--- src/hdl/two_line_text_terminal_core_assert.svh ---
// ---------------------------------------------------------------------------
// two_line_text_terminal_core assertion macros
// Shared forms for the concurrent checks of the terminal core.
// ---------------------------------------------------------------------------
`ifndef TWO_LINE_TEXT_TERMINAL_CORE_ASSERT_SVH
`define TWO_LINE_TEXT_TERMINAL_CORE_ASSERT_SVH

// same-cycle implication
`define TLT_ASSERT_IMP(label, clk, rst_n, a, b) \
	label: assert property (@(posedge clk) disable iff (!(rst_n)) (a) |-> (b)) \
		else $error("tlt check failed");

// next-cycle implication
`define TLT_ASSERT_NXT(label, clk, rst_n, a, b) \
	label: assert property (@(posedge clk) disable iff (!(rst_n)) (a) |=> (b)) \
		else $error("tlt check failed");

`endif

--- src/hdl/tlt_pkg.sv ---
// ---------------------------------------------------------------------------
// tlt_pkg
// Codes and shared types of the two-line text terminal core.
// ---------------------------------------------------------------------------
package tlt_pkg;

	localparam logic [1:0] ACT_WRITE = 2'd0;
	localparam logic [1:0] ACT_CLEAR = 2'd1;
	localparam logic [1:0] ACT_ACK   = 2'd2;

	localparam logic [7:0] CODE_NONE    = 8'h00;
	localparam logic [7:0] CODE_NEWLINE = 8'h0d;
	localparam logic [7:0] CODE_DELETE  = 8'h7f;
	localparam logic [7:0] CODE_SPACE   = 8'h20;

	localparam int COLUMN_W = 4;

	// control of the text store, rows given as logical screen rows
	typedef struct packed {
		logic wr_en;
		logic wr_row;
		logic swap;
		logic rd_row;
	} store_ctl_t;

endpackage

--- src/hdl/tlt_text_store.sv ---
// ---------------------------------------------------------------------------
// tlt_text_store
// Character store for both rows with a row swap used for scrolling.
// ---------------------------------------------------------------------------
module tlt_text_store #(
	parameter int LINE_CHARS = 16
) (
	input  logic                            clk,
	input  logic                            arst_n,
	input  tlt_pkg::store_ctl_t             ctl,
	input  logic [$clog2(LINE_CHARS)-1:0]   wr_idx,
	input  logic [7:0]                      wr_data,
	input  logic [$clog2(LINE_CHARS)-1:0]   rd_idx,
	output logic [7:0]                      rd_data
);

	localparam int IW    = $clog2(LINE_CHARS);
	localparam int DEPTH = 2 ** (IW + 1);

	logic [7:0] mem_q [DEPTH];
	logic       top_q;
	logic [7:0] rd_data_q;
	logic       wr_prow;
	logic       rd_prow;

	// logical row to physical half; scrolling flips the mapping instead of copying
	assign wr_prow = ctl.wr_row ^ top_q;
	assign rd_prow = ctl.rd_row ^ top_q;

	always_ff @(posedge clk or negedge arst_n) begin
		if (!arst_n) begin
			top_q <= 1'b0;
		end else if (ctl.swap) begin
			top_q <= ~top_q;
		end
	end

	always_ff @(posedge clk) begin
		if (ctl.wr_en) begin
			mem_q[{wr_prow, wr_idx}] <= wr_data;
		end
		rd_data_q <= mem_q[{rd_prow, rd_idx}];
	end

	assign rd_data = rd_data_q;

endmodule

--- src/hdl/two_line_text_terminal_core.sv ---
// A taken byte is held in the request registers; results then load one per cycle
// while result_ready is high; redraw cells come from a registered store read.
// A printable byte or newline gives 1 result, or 2 + row length when it scrolls;
// a delete that moves the cursor gives LINE_CHARS + row length results, at most 31
// at 16 columns. rx_ready is low until the last result of a request is loaded.
// Reset clears cursor, row lengths and row mapping; the text store is not cleared.
// ---------------------------------------------------------------------------
// two_line_text_terminal_core
// Two-row text screen keeper emitting cell writes, clears and acknowledges.
// ---------------------------------------------------------------------------
`include "two_line_text_terminal_core_assert.svh"

module two_line_text_terminal_core #(
	parameter int LINE_CHARS = 16
) (
	input  logic       clk,
	input  logic       arst_n,
	input  logic       rx_valid,
	output logic       rx_ready,
	input  logic [7:0] rx_byte,
	output logic       result_valid,
	input  logic       result_ready,
	output logic [1:0] action,
	output logic       row,
	output logic [3:0] column,
	output logic [7:0] glyph,
	output logic       last
);

	localparam int IW = $clog2(LINE_CHARS);
	localparam int LW = $clog2(LINE_CHARS + 1);
	localparam logic [IW-1:0] LAST_COL = IW'(LINE_CHARS - 1);
	localparam logic [LW-1:0] LEN_FULL = LW'(LINE_CHARS);

	localparam logic [2:0] S_IDLE  = 3'd0;
	localparam logic [2:0] S_FIRST = 3'd1;
	localparam logic [2:0] S_CLEAR = 3'd2;
	localparam logic [2:0] S_SPACE = 3'd3;
	localparam logic [2:0] S_DRAW  = 3'd4;

	logic [2:0]    state_q;
	logic [IW-1:0] cnt_q;
	logic [LW-1:0] draw_len_q;
	logic          draw_row_q;
	logic          scroll_q;
	logic [1:0]    first_action_q;
	logic          first_row_q;
	logic [IW-1:0] first_col_q;
	logic [7:0]    first_glyph_q;

	logic          cur_row_q;
	logic [IW-1:0] cur_col_q;
	logic [LW-1:0] len_q [2];

	logic          result_valid_q;
	logic [1:0]    action_q;
	logic          row_q;
	logic [3:0]    column_q;
	logic [7:0]    glyph_q;
	logic          last_q;

	tlt_pkg::store_ctl_t store_ctl;
	logic [IW-1:0] rd_idx;
	logic [7:0]    rd_data;

	logic          take;
	logic          is_zero;
	logic          is_del;
	logic          is_nl;
	logic          is_print;
	logic [LW-1:0] cur_len;
	logic          del_ok;
	logic          del_row;
	logic [LW-1:0] del_len;
	logic          wrap;
	logic          scroll;
	logic          store;
	logic [LW-1:0] len_after;

	logic          emit;
	logic [2:0]    nxt_state;
	logic [1:0]    nxt_action;
	logic          nxt_row;
	logic [IW-1:0] nxt_col;
	logic [7:0]    nxt_glyph;
	logic          nxt_last;
	logic          seq_end;

	function automatic logic [3:0] col_bits(input logic [IW-1:0] c);
		logic [IW+3:0] wide;
		wide = {4'b0000, c};
		return wide[3:0];
	endfunction

	// ------------------------------------------------------------ byte decode
	always_comb begin
		take     = rx_valid && rx_ready;
		is_zero  = (rx_byte == tlt_pkg::CODE_NONE);
		is_del   = (rx_byte == tlt_pkg::CODE_DELETE);
		is_nl    = (rx_byte == tlt_pkg::CODE_NEWLINE);
		is_print = !is_zero && !is_del && !is_nl;
		cur_len  = len_q[cur_row_q];

		// delete steps back, possibly onto the end of the upper row
		del_ok  = (cur_col_q != '0) || cur_row_q;
		del_row = (cur_col_q != '0) ? cur_row_q : 1'b0;
		del_len = (len_q[del_row] != '0) ? len_q[del_row] - LW'(1) : len_q[del_row];

		wrap      = is_nl || (cur_col_q == LAST_COL);
		scroll    = wrap && cur_row_q;
		store     = is_print && (cur_len < LEN_FULL);
		len_after = store ? cur_len + LW'(1) : cur_len;

		store_ctl.wr_en  = take && store;
		store_ctl.wr_row = cur_row_q;
		store_ctl.swap   = take && !is_zero && !is_del && scroll;
		store_ctl.rd_row = draw_row_q;
	end

	// ------------------------------------------------------------- sequencer
	always_comb begin
		emit       = (state_q != S_IDLE) && (!result_valid_q || result_ready);
		nxt_state  = S_IDLE;
		nxt_action = tlt_pkg::ACT_WRITE;
		nxt_row    = draw_row_q;
		nxt_col    = cnt_q;
		nxt_glyph  = rd_data;
		seq_end    = 1'b0;
		case (state_q)
			S_FIRST: begin
				nxt_action = first_action_q;
				nxt_row    = first_row_q;
				nxt_col    = first_col_q;
				nxt_glyph  = first_glyph_q;
				nxt_state  = scroll_q ? S_CLEAR : S_IDLE;
			end
			S_CLEAR: begin
				nxt_action = tlt_pkg::ACT_CLEAR;
				nxt_row    = 1'b0;
				nxt_col    = '0;
				nxt_glyph  = tlt_pkg::CODE_NONE;
				nxt_state  = (draw_len_q != '0) ? S_DRAW : S_IDLE;
			end
			S_SPACE: begin
				nxt_glyph = tlt_pkg::CODE_SPACE;
				seq_end   = (cnt_q == LAST_COL);
				if (seq_end) begin
					nxt_state = (draw_len_q != '0) ? S_DRAW : S_IDLE;
				end else begin
					nxt_state = S_SPACE;
				end
			end
			S_DRAW: begin
				seq_end   = (LW'(cnt_q) + LW'(1) == draw_len_q);
				nxt_state = seq_end ? S_IDLE : S_DRAW;
			end
			default: begin
				nxt_state = S_IDLE;
			end
		endcase
		nxt_last = (nxt_state == S_IDLE);

		// read ahead so the next cell is waiting when the result register frees up
		if (state_q == S_DRAW) begin
			rd_idx = emit ? cnt_q + IW'(1) : cnt_q;
		end else begin
			rd_idx = '0;
		end
	end

	always_ff @(posedge clk or negedge arst_n) begin
		if (!arst_n) begin
			state_q   <= S_IDLE;
			cnt_q     <= '0;
			cur_row_q <= 1'b0;
			cur_col_q <= '0;
			len_q[0]  <= '0;
			len_q[1]  <= '0;
		end else if (take) begin
			cnt_q <= '0;
			if (is_del) begin
				if (del_ok) begin
					state_q        <= S_SPACE;
					cur_row_q      <= del_row;
					cur_col_q      <= (cur_col_q != '0) ? cur_col_q - IW'(1) : LAST_COL;
					len_q[del_row] <= del_len;
				end
			end else if (!is_zero) begin
				state_q   <= S_FIRST;
				cur_row_q <= wrap ? 1'b1 : cur_row_q;
				cur_col_q <= wrap ? '0 : cur_col_q + IW'(1);
				if (scroll) begin
					len_q[0] <= len_after;
					len_q[1] <= '0;
				end else begin
					len_q[cur_row_q] <= len_after;
				end
			end
		end else if (emit) begin
			state_q <= nxt_state;
			if (state_q == S_SPACE && !seq_end) begin
				cnt_q <= cnt_q + IW'(1);
			end else if (state_q == S_DRAW) begin
				cnt_q <= cnt_q + IW'(1);
			end else begin
				cnt_q <= '0;
			end
		end
	end

	// details of the request being worked on
	always_ff @(posedge clk) begin
		if (take) begin
			if (is_del) begin
				draw_row_q <= del_row;
				draw_len_q <= del_len;
				scroll_q   <= 1'b0;
			end else begin
				draw_row_q <= 1'b0;
				draw_len_q <= len_after;
				scroll_q   <= scroll;
			end
			first_action_q <= is_nl ? tlt_pkg::ACT_ACK : tlt_pkg::ACT_WRITE;
			first_row_q    <= is_nl ? 1'b0 : cur_row_q;
			first_col_q    <= is_nl ? '0 : cur_col_q;
			first_glyph_q  <= is_nl ? tlt_pkg::CODE_NONE : rx_byte;
		end
	end

	// ------------------------------------------------------- result register
	always_ff @(posedge clk or negedge arst_n) begin
		if (!arst_n) begin
			result_valid_q <= 1'b0;
		end else if (emit) begin
			result_valid_q <= 1'b1;
		end else if (result_ready) begin
			result_valid_q <= 1'b0;
		end
	end

	always_ff @(posedge clk) begin
		if (emit) begin
			action_q <= nxt_action;
			row_q    <= nxt_row;
			column_q <= col_bits(nxt_col);
			glyph_q  <= nxt_glyph;
			last_q   <= nxt_last;
		end
	end

	tlt_text_store #(
		.LINE_CHARS(LINE_CHARS)
	) u_store (
		.clk     (clk),
		.arst_n  (arst_n),
		.ctl     (store_ctl),
		.wr_idx  (cur_len[IW-1:0]),
		.wr_data (rx_byte),
		.rd_idx  (rd_idx),
		.rd_data (rd_data)
	);

	assign rx_ready     = (state_q == S_IDLE);
	assign result_valid = result_valid_q;
	assign action       = action_q;
	assign row          = row_q;
	assign column       = column_q;
	assign glyph        = glyph_q;
	assign last         = last_q;

	// ------------------------------------------------------------- checks
	`TLT_ASSERT_NXT(a_last_frees_input, clk, arst_n, emit && nxt_last, state_q == S_IDLE)
	`TLT_ASSERT_IMP(a_draw_has_length, clk, arst_n, state_q == S_DRAW, draw_len_q != '0)
	`TLT_ASSERT_IMP(a_len_bounded, clk, arst_n, 1'b1, len_q[0] <= LEN_FULL && len_q[1] <= LEN_FULL)
	`TLT_ASSERT_NXT(a_scroll_clears_lower, clk, arst_n, store_ctl.swap, len_q[1] == '0 && cur_row_q)

endmodule

--- config.mk ---
export PLATFORM = sky130hd
export DESIGN_NAME = two_line_text_terminal_core
export DESIGN_NICKNAME = d
export VERILOG_FILES = /design/src/hdl/tlt_pkg.sv /design/src/hdl/tlt_text_store.sv /design/src/hdl/two_line_text_terminal_core.sv
export VERILOG_INCLUDE_DIRS = /design/src /design/src/hdl
export SDC_FILE = /design/constraint.sdc
export NUM_CORES = 1
export LEC_CHECK = 0
export BUFFER_PORTS_ARGS = -buffer_cell sky130_fd_sc_hd__buf_2
export CAP_MARGIN = 30
export CORE_AREA = 5 5 192 194
export CTS_CLUSTER_SIZE = 16
export DETAILED_ROUTE_END_ITERATION = 10
export DIE_AREA = 0 0 197 199
export GPL_ROUTABILITY_DRIVEN = 0
export GPL_TIMING_DRIVEN = 1
export PLACE_DENSITY_LB_ADDON = 0.05
export SETUP_SLACK_MARGIN = 0.4
export SYNTH_ARGS = -nofsm -noshare
export SYNTH_HDL_FRONTEND = slang
export SYNTH_SLANG_ARGS = --single-unit
--- constraint.sdc ---
create_clock -name clk -period 3.74 [get_ports clk]
set_input_delay 0.374 -clock clk [delete_from_list [all_inputs] [get_ports clk]]
set_output_delay 0.374 -clock clk [all_outputs]
set_load 0.005 [all_outputs]
After elaboration in Yosys (flattened, before gate mapping). Memories as Yosys holds them, arrays and structs flattened. A register that Yosys moved wholly into a read port is not among the register bits. Cells that the tools add are included.

Memories: 1. Bits in writable memories: 256. Input port bits: 12. Output and inout port bits: 18. Register bits: 62.

Memories: u_store.mem_q (words 32, bits a word 8, rd ports 1, clocked after memory_dff 1, wr ports 1, line tlt_text_store.sv:20) `logic [7:0] mem_q [DEPTH];`.

Bitwise logic cells: 5. Eq/ne operators: 13. Mux-type cells: 55. Order comparisons: 5. Reductions and logical operators: 34. Add/subtract/negate cells: 6.

Operator list (number): $mux 5 (11); $mux 4 (11); $mux 10 (4); $mux 3 (8); $pmux 8 s3 (1); $bwmux 10 (2); $logic_and 1x1->1 (13); $pmux 3 s4 (1); $demux 5 s1 (2); $reduce_bool 5->1 (2); $mux 1 (9); $add 4x1->4 const B (2); $eq 4x4->1 const B (2); $eq 8x4->1 const B (1); $eq 8x7->1 const B (1); $logic_not 8->1 (1); $pmux 4 s2 (1); $eq 3x2->1 const B (2); $logic_not 3->1 (2); $ne 3x2->1 const B (2); $reduce_and 3->1 (2); $reduce_bool 2->1 (3); $add 4x1->5 const B (1); $add 5x1->5 const B (1); 20 further kinds (33).

Longest topological paths before layout. Gate-level depths: netlist of run 1.

Depth in word-level cells: 11. Gate-level depth with buffers: 13. Mapped depth without buffers: 10.

Hierarchy. From an unflattened synthesis of run 1, not the netlist that was laid out.

Cells, all modules: 833. Area, all modules: 13967.1 um^2.

By module, submodules not included: tlt_text_store (area an instance 10237.3 um^2, instances 1, cells an instance 453); two_line_text_terminal_core (area an instance 3729.8 um^2, instances 1, cells an instance 380).

Worst setup path before layout of run 1. OpenSTA, ideal clock, no wires.

Path kind: flip-flop to flip-flop. Start point: register state_q[1]. End point: register u_store.rd_data_q[6] (netlist: u_store.rd_data[6]), read port of u_store.mem_q. Setup slack: 824 ps. Period minus slack after synthesis: 2916 ps. Stages on the path, launching flop included: 9. Arrival: 2781 ps. Setup time: 135 ps. Cell sequence: dfrtp_1 -> nor3_1 -> buf_2 -> nor2_1 -> mux2_2 -> a2111oi_0 -> a211oi_1 -> a2111oi_0 -> a311oi_1.

Word-level cells in the longest chain between the ends: 4. Elaborated cells between the ends (all ways): 5. Those cells by class: eq/ne (1); mux (2); reduce/logical (2).

RTL lines: from (decl) (line two_line_text_terminal_core.sv:41) `logic [2:0] state_q;`; from (signal assigned) (line two_line_text_terminal_core.sv:200) `state_q <= nxt_state;`; $reduce_bool 3->1 (line two_line_text_terminal_core.sv:122) `emit = (state_q != S_IDLE) && (!result_valid_q || result_ready);`; $logic_and 1x1->1 (line two_line_text_terminal_core.sv:122); via emit (line two_line_text_terminal_core.sv:80) `logic emit;`; $mux 4 (line two_line_text_terminal_core.sv:165) `rd_idx = emit ? cnt_q + IW'(1) : cnt_q;`; $mux 4 (line two_line_text_terminal_core.sv:164) `if (state_q == S_DRAW) begin`; to (decl) (line tlt_text_store.sv:22) `logic [7:0] rd_data_q;`.

The timed path passes the listed nets, and every way through them passes these cells. A chain may end at the register's enable or synchronous reset.

Final worst setup path of run 1.
Start point: register cur_col_q[0]. End point: register len_q[6] (netlist name).

Word-level cells in the longest chain between the ends: 11. Elaborated cells between the ends (all ways): 25. Those cells by class: add/sub (1); order compare (2); eq/ne (2); mux (12); bitwise (1); reduce/logical (7).

RTL lines: from (decl) (line two_line_text_terminal_core.sv:52) `logic [IW-1:0] cur_col_q;`; from (signal assigned) (line two_line_text_terminal_core.sv:185) `cur_col_q <= (cur_col_q != '0) ? cur_col_q - IW'(1) : LAST_COL;`; from (signal assigned) (line two_line_text_terminal_core.sv:191) `cur_col_q <= wrap ? '0 : cur_col_q + IW'(1);`; $reduce_bool 4->1 (line two_line_text_terminal_core.sv:105, two_line_text_terminal_core.sv:106); $mux 1 (line two_line_text_terminal_core.sv:106) `del_row = (cur_col_q != '0) ? cur_row_q : 1'b0;`; $not 1->2 (implied by the code) (line two_line_text_terminal_core.sv:107, two_line_text_terminal_core.sv:186); $mux 5 (implied by the code) (3 in a row) (line two_line_text_terminal_core.sv:107) `del_len = (len_q[del_row] != '0) ? len_q[del_row] - LW'(1) : len_q[del_row];`; $sub 5x1->5 or $reduce_bool 5->1 (tied branches) (line two_line_text_terminal_core.sv:107); $mux 5 (line two_line_text_terminal_core.sv:107); $bwmux 10 (line two_line_text_terminal_core.sv:186) `len_q[del_row] <= del_len;`; $mux 10 (line two_line_text_terminal_core.sv:182) `if (del_ok) begin`; $mux 10 (line two_line_text_terminal_core.sv:181) `if (is_del) begin`; to (signal, indexed assignment) (line two_line_text_terminal_core.sv:186); to (signal, indexed assignment) (line two_line_text_terminal_core.sv:196) `len_q[cur_row_q] <= len_after;`; to (decl) (line two_line_text_terminal_core.sv:53) `logic [LW-1:0] len_q [2];`.

Several ways; a longest one is shown, not always the timed one. The select of a mux whose other input is x is not followed.

==> results of run 1 <==
## Yosys cell counts (4+ instances only)
library cell  count  area [um^2]
nor4_1            5        31.28
o31ai_1           6        45.04
o22ai_1          41        256.5
nor2_1           64        240.2
edfxtp_1        293         8798
a211oi_1         16        120.1
o21ai_0          52        260.3
nand4_1           5        31.28
dfxtp_1           8        160.2
mux2i_1          20        200.2
nand2b_1          5        31.28
nor3b_1           4        30.03
a2111oi_0         4        35.03
buf_2            13        65.06
ha_1              9        112.6
and3_1            9        56.30
nor3_1           15        75.07
a22oi_1           5        37.54
nor2b_1          21        131.4
xor2_1            4        35.03
buf_1             5        18.77
xnor2_1          12        105.1
nand3_1          32        160.2
a31oi_1          14        87.58
inv_1            10        37.54
dfrtp_1          24        600.6
o2111ai_1         7        61.31
and2_1            4        25.02
mux2_2            7        78.83
clkbuf_1         41        153.9
a32oi_1          14        122.6
o221ai_1         28        245.2
nand2_1         159        596.8
a21oi_1          52        260.3
## kinds of logic (layout without fill, tap and decap cells)
family                     Yosys count  after routing  synth area share
and+or+nand+nor                    347            347            0.1188
DFF                                325            325            0.6930
AOI/OAI and AO/OA                  262            262            0.1247
buffers and inverters               73            187           0.02295
muxes                               27             27           0.02023
xor gates and xnor gates            17             17           0.01215
adders and majority gates            9              9          0.008163
## final cells by class
cell class	instances	share of cell area
flip-flops and latches	325	0.5952
multi-input cells	662	0.2463
clock inverters	18	0.007245
clock buffers	49	0.06435
inverters	10	0.002337
repair buffers	110	0.04861
well taps	461	0.03591
## power groups by stage
stage	combinational, W	clock (W)	sequential (W)
floorplan	0.00183	0	0.00458
global placement	0.00296	0	0.00466
detailed placement	0.00296	0	0.00466
CTS	0.00297	0.00353	0.00458
global route	0.00327	0.00368	0.00462
finish	0.00297	0.00346	0.00459
## per-stage QoR
stage               utilization  power [W]  hold WS, ps  instance area [um^2]
CTS                      0.4577    0.01108        174.4                 16040
global placement         0.4244   0.007620        429.2                 14880
floorplan                     -   0.006413        78.41                 13790
global route             0.4582    0.01157        172.9                 16060
detailed placement       0.4246   0.007615        434.0                 14880
finish                   0.4582    0.01102        177.4                 16060
## final timing paths
path | from | cells past startpoint | end | slack (ps)
min in group asynchronous | arst_n | 2 | len_q[0]$_DFFE_PN0P_ | 400
max | cur_col_q[0]$_DFFE_PN0P_ | 10 | len_q[6]$_DFFE_PN0P_ | 660
min | rx_byte[3] | 1 | u_store.mem_q[8][3]$_DFFE_PP_ | 180
max reg2reg | cur_col_q[0]$_DFFE_PN0P_ | 10 | len_q[6]$_DFFE_PN0P_ | 660
max in group asynchronous | arst_n | 2 | result_valid$_DFFE_PN0P_ | 2930
min reg2reg | first_glyph_q[7]$_SDFFCE_PP0P_ | 2 | glyph[7]$_DFFE_PP_ | 510
## critical path: cells and delay by family (launching register included)
kind,cells,cell delay [ps]
mux,2,680
buf+inv,1,160
compound gates,3,570
fa+ha+maj,2,500
simple gates,2,670
flops,1,410
## timing repair
action	CTS	global route
hold buffers	1	0
endpoints found under the setup margin	0	7
buffers inserted	0	0
resized for setup	0	5
hold endpoints to repair	24	0
## sequential cells by signal (all words and copies together), names as in the netlist, 2 cells and up
| register | count |
|---|---|
| u_store.mem_q | 256 |
| len_q | 10 |
| first_glyph_q | 8 |
| glyph | 8 |
| u_store.rd_data | 8 |
| draw_len_q | 5 |
| cnt_q | 4 |
| column | 4 |
| cur_col_q | 4 |
| first_col_q | 4 |
| state_q | 3 |
| action | 2 |
## per-layer routing
layer	part of all wire	vias to the layer above	global-route usage
met4	0.018	0	0.04622
met3	0.049	45	0.03320
li1	-	4237	-
met5	0	-	0
met1	0.46	4596	0.2905
met2	0.47	224	0.3268
==> flow_summary.json, run 1 <==
{
  "status": "completed",
  "async_flop_share": 0.07385,
  "hold_viol": 0,
  "final_common_cell": "edfxtp_1",
  "drt_pass1_iterations": 4,
  "crit_chain": "inv_1 > ha_1 > or3b_4 > nand2_2 > mux2i_2 > ha_1 > o21a_1 > mux2i_2 > a22oi_1 > o21ai_1",
  "slowest_delay_ps": 460,
  "period_share": 0.8231,
  "cts_tree": "done",
  "nFillCells": 3265,
  "grt_pass1_vias": 9102,
  "cp-end-kind": "register",
  "grt_use_total": 0.2025,
  "power_density_nw_per_um2": 686.0,
  "ys_seq_area_frac": 0.6930,
  "cts_made_buffers": 38,
  "synth_fp_nets": 1081,
  "wl_per_cell_um": 24.49,
  "via_per_inst": 5.567,
  "slew_headroom": 0.4789,
  "max_freq_ghz": 0.3248,
  "synth_flop_cell": "edfxtp_1",
  "areaGrowthSynthToFinish_pct": 16.43,
  "netlist_instances": 1060,
  "dp_cells": 1567,
  "dp_slack_ps": 442.4,
  "dieWidth_um": 197,
  "ctsRootBufferMaster": "clkbuf_16",
  "multi_input_area_um2": 3956,
  "cp.required_ps": 4190,
  "setup_ws_ps": 661.5,
  "critPathSlowestCell": "or3b_4",
  "layout_common_cells": "edfxtp_1, nand2_1, buf_4, nor2_1",
  "maxCapViolCount": 0,
  "p_sw_frac": 0.3276,
  "fin_crit_ps": 3079,
  "clkSinkCount": 325,
  "comb_power_share": 0.270,
  "finalSetupViolCount": 0,
  "drt_iter0_drc": 645,
  "grt_max_degree": 37,
  "rows": 69,
  "worstPathArrival_ps": 3520,
  "path_clk_slew_ps": 60,
  "io_pins": 30,
  "power_frac_seq": 0.416,
  "grt_pass1_wl_mm": 59.55,
  "routed_wl_mm": 40.04,
  "peakVddDrop_v": 0.0003609,
  "cts_buffer_depth": 3,
  "dp_hpwl_mm": 27.32,
  "htreeDepth": 2,
  "pwr-share-clk": 0.314,
  "fin_setup_tns_ps": 0,
  "switching_power_w": 0.003609,
  "synth_edf_count": 293,
  "num_vias": 9102,
  "dieHeight_um": 199,
  "drive_gt1_frac": 0.1601,
  "cp_max_fo": 7,
  "core_area_um2": 35050,
  "clk_latency_ps": 520,
  "min_path_type": "in2reg",
  "synthDistinctLibCells": 67,
  "postRouteAntennaNets": 0,
  "die-area_um2": 39200,
  "synth.avg_cell_area_um2": 13.01,
  "antenna_found_initial": 2,
  "start_util": 0.3936,
  "syn-cell-area_um2": 13790,
  "start_kind": "register",
  "portBuffers": 29,
  "regArea_um2": 9559,
  "nNetsFinal": 1168,
  "grt_overflow_total": 0,
  "drcViolationCount": 0,
  "ys_ff_latch": 325,
  "clock_skew_ps": 11.10,
  "n_antenna_cell": 0,
  "p_int_w": 0.007408,
  "final_cells": 1635,
  "maxSlewViolCount": 0,
  "tightest_slew_ps": 779.7,
  "crit_type": "reg2reg",
  "yosysWarnings": 0,
  "grt_setup_unrepaired": "false",
  "leakage_nw": 5.523
}
Power figures use the tool's default switching activity.
==> run 2: changes to the inputs <==
clock period = 2.8 ns   (was 3.74 ns; I/O delays follow)
==> flow_summary.json, run 2 (synthesis gave the netlist of run 1 again) <==
{
  "via_per_inst": 5.603,
  "drcViolationCount": 0,
  "crit_type": "reg2reg",
  "grt_overflow_total": 0,
  "start_util": 0.3936,
  "regArea_um2": 9559,
  "slew_headroom": 0.5460,
  "drive_gt1_frac": 0.3048,
  "cp.required_ps": 3180,
  "maxCapViolCount": 0,
  "n_antenna_cell": 0,
  "dp_hpwl_mm": 27.37,
  "rows": 69,
  "cts_tree": "done",
  "fin_crit_ps": 2505,
  "num_vias": 9530,
  "ctsRootBufferMaster": "clkbuf_16",
  "cts_buffer_depth": 3,
  "fin_setup_tns_ps": 0,
  "grt_setup_unrepaired": "true",
  "start_kind": "register",
  "cts_made_buffers": 36,
  "status": "completed",
  "largest_register": "u_store.mem_q",
  "clkSinkCount": 325,
  "grt_max_degree": 36,
  "grt_pass1_vias": 9373,
  "final_common_cell": "edfxtp_1",
  "largest_register_ffs": 256,
  "fin_util": 0.5047,
  "maxSlewViolCount": 0,
  "drt_iter0_drc": 821,
  "die-area_um2": 39200,
  "areaGrowthSynthToFinish_pct": 28.24,
  "period_share": 0.8948,
  "dp_slack_ps": -13.72,
  "clock_skew_ps": 15.62,
  "setup_ws_ps": 294.5,
  "io_pins": 30,
  "grt_use_total": 0.2170,
  "hold_viol": 0,
  "cp-end-kind": "register",
  "max_freq_ghz": 0.3991,
  "multi_input_area_um2": 4687,
  "worstPathArrival_ps": 2890,
  "dieWidth_um": 197,
  "finalSetupViolCount": 0,
  "nNetsFinal": 1234,
  "cp_max_fo": 5,
  "nFillCells": 3094,
  "antenna_found_initial": 0,
  "path_clk_slew_ps": 60,
  "clk_latency_ps": 530,
  "reg_top3": "u_store.mem_q x256, len_q x10",
  "portBuffers": 29,
  "peakVddDrop_v": 0.0004295,
  "htreeDepth": 2,
  "wl_per_cell_um": 25.36,
  "grt_pass1_wl_mm": 62.93,
  "layout_common_cells": "edfxtp_1, nand2_1, buf_4, a21oi_1, o22ai_1",
  "min_path_type": "in2reg",
  "core_area_um2": 35050,
  "routed_wl_mm": 43.14,
  "power_density_nw_per_um2": 932.8,
  "tightest_slew_ps": 681.1,
  "drt_pass1_iterations": 7,
  "postRouteAntennaNets": 0,
  "leakage_nw": 6.122,
  "dieHeight_um": 199
}
[run 2: cell types whose count changed in the layout (fill, tap and decap cells not counted), moves of 9 or more]
cell and delta:
buf_4 +33, nor2_1 -32, o21ai_0 -20, buf_6 +17
nor2_2 +17, nor2_4 +15, buf_12 +13, o21ai_1 +13
a211oi_1 -9, a211oi_2 +9
[run 2: metrics by stage]
stage | area [um^2] | total power [W] | hold WS, ps | cells
final | 17690 | 0.01650 | 104.8 | 1701
after global routing | 17690 | 0.01724 | 108.0 | 1701
after CTS | 17250 | 0.01614 | 108.1 | 1682
after detailed placement | 15210 | 0.01056 | 341.7 | 1584
after global placement | 15210 | 0.01056 | 330.9 | 1584
after floorplan | 13880 | 0.008656 | -15.59 | 1060
[run 2: worst paths after layout]
check                                                     from  slack [ps]                              to  cells past startpoint
min in group asynchronous                               arst_n         320        cur_col_q[2]$_DFFE_PN0P_                      2
worst max-delay path                  result_valid$_DFFE_PN0P_         290      u_store.rd_data[0]$_DFF_P_                     12
worst min register to register  first_glyph_q[5]$_SDFFCE_PP0P_         540              glyph[5]$_DFFE_PP_                      2
max in group asynchronous                               arst_n        2060          state_q[1]$_DFFE_PN0P_                      2
worst min-delay path                                rx_byte[3]         100  u_store.mem_q[22][3]$_DFFE_PP_                      1
worst max register to register        result_valid$_DFFE_PN0P_         290      u_store.rd_data[0]$_DFF_P_                     12
[run 2: routing by layer]
| layer | part of all wire | global-route usage | vias to the layer above | routed length, um |
|---|---|---|---|---|
| li1 | - | - | 4393 | - |
| met1 | 0.46 | 0.3134 | 4827 | 19780 |
| met2 | 0.47 | 0.3453 | 250 | 20240 |
| met3 | 0.053 | 0.03930 | 60 | 2266 |
| met5 | 0 | 0 | - | 0 |
| met4 | 0.020 | 0.04956 | 0 | 845 |
[run 2: final cells by class]
class	count	area share
well taps	461	0.03260
repair buffers	178	0.09230
clock inverters	21	0.01040
clock buffers	44	0.05729
multi-input cells	662	0.2649
inverters	10	0.002122
flip-flops and latches	325	0.5404
[run 2: critical path, cell delays in order, from the launching register on]
cell and delay [ps]:
dfrtp_1 370, and2b_2 220, buf_6 130, or3_4 380, xor2_4 190, buf_12 140
buf_12 120, buf_4 130, buf_6 100, o221ai_2 50, o21ai_2 110, o2111ai_4 250
a32oi_2 150
[run 2: power breakdown]
group          total (W)  switching, W  internal (W)
clock network    0.00476       0.00198       0.00278
registers        0.00614      0.000314       0.00583
logic            0.00559       0.00324       0.00235
total             0.0165       0.00554        0.0110
[run 2: timing repair]
item / 4_1_cts / 5_1_grt
pin swaps: 31 / 28
gates cloned: 5 / 0
resized for setup: 109 / 69
endpoints found under the hold margin: 24 / 0
setup endpoints to repair: 200 / 197
hold buffers: 1 / 0
setup buffers: 27 / 19
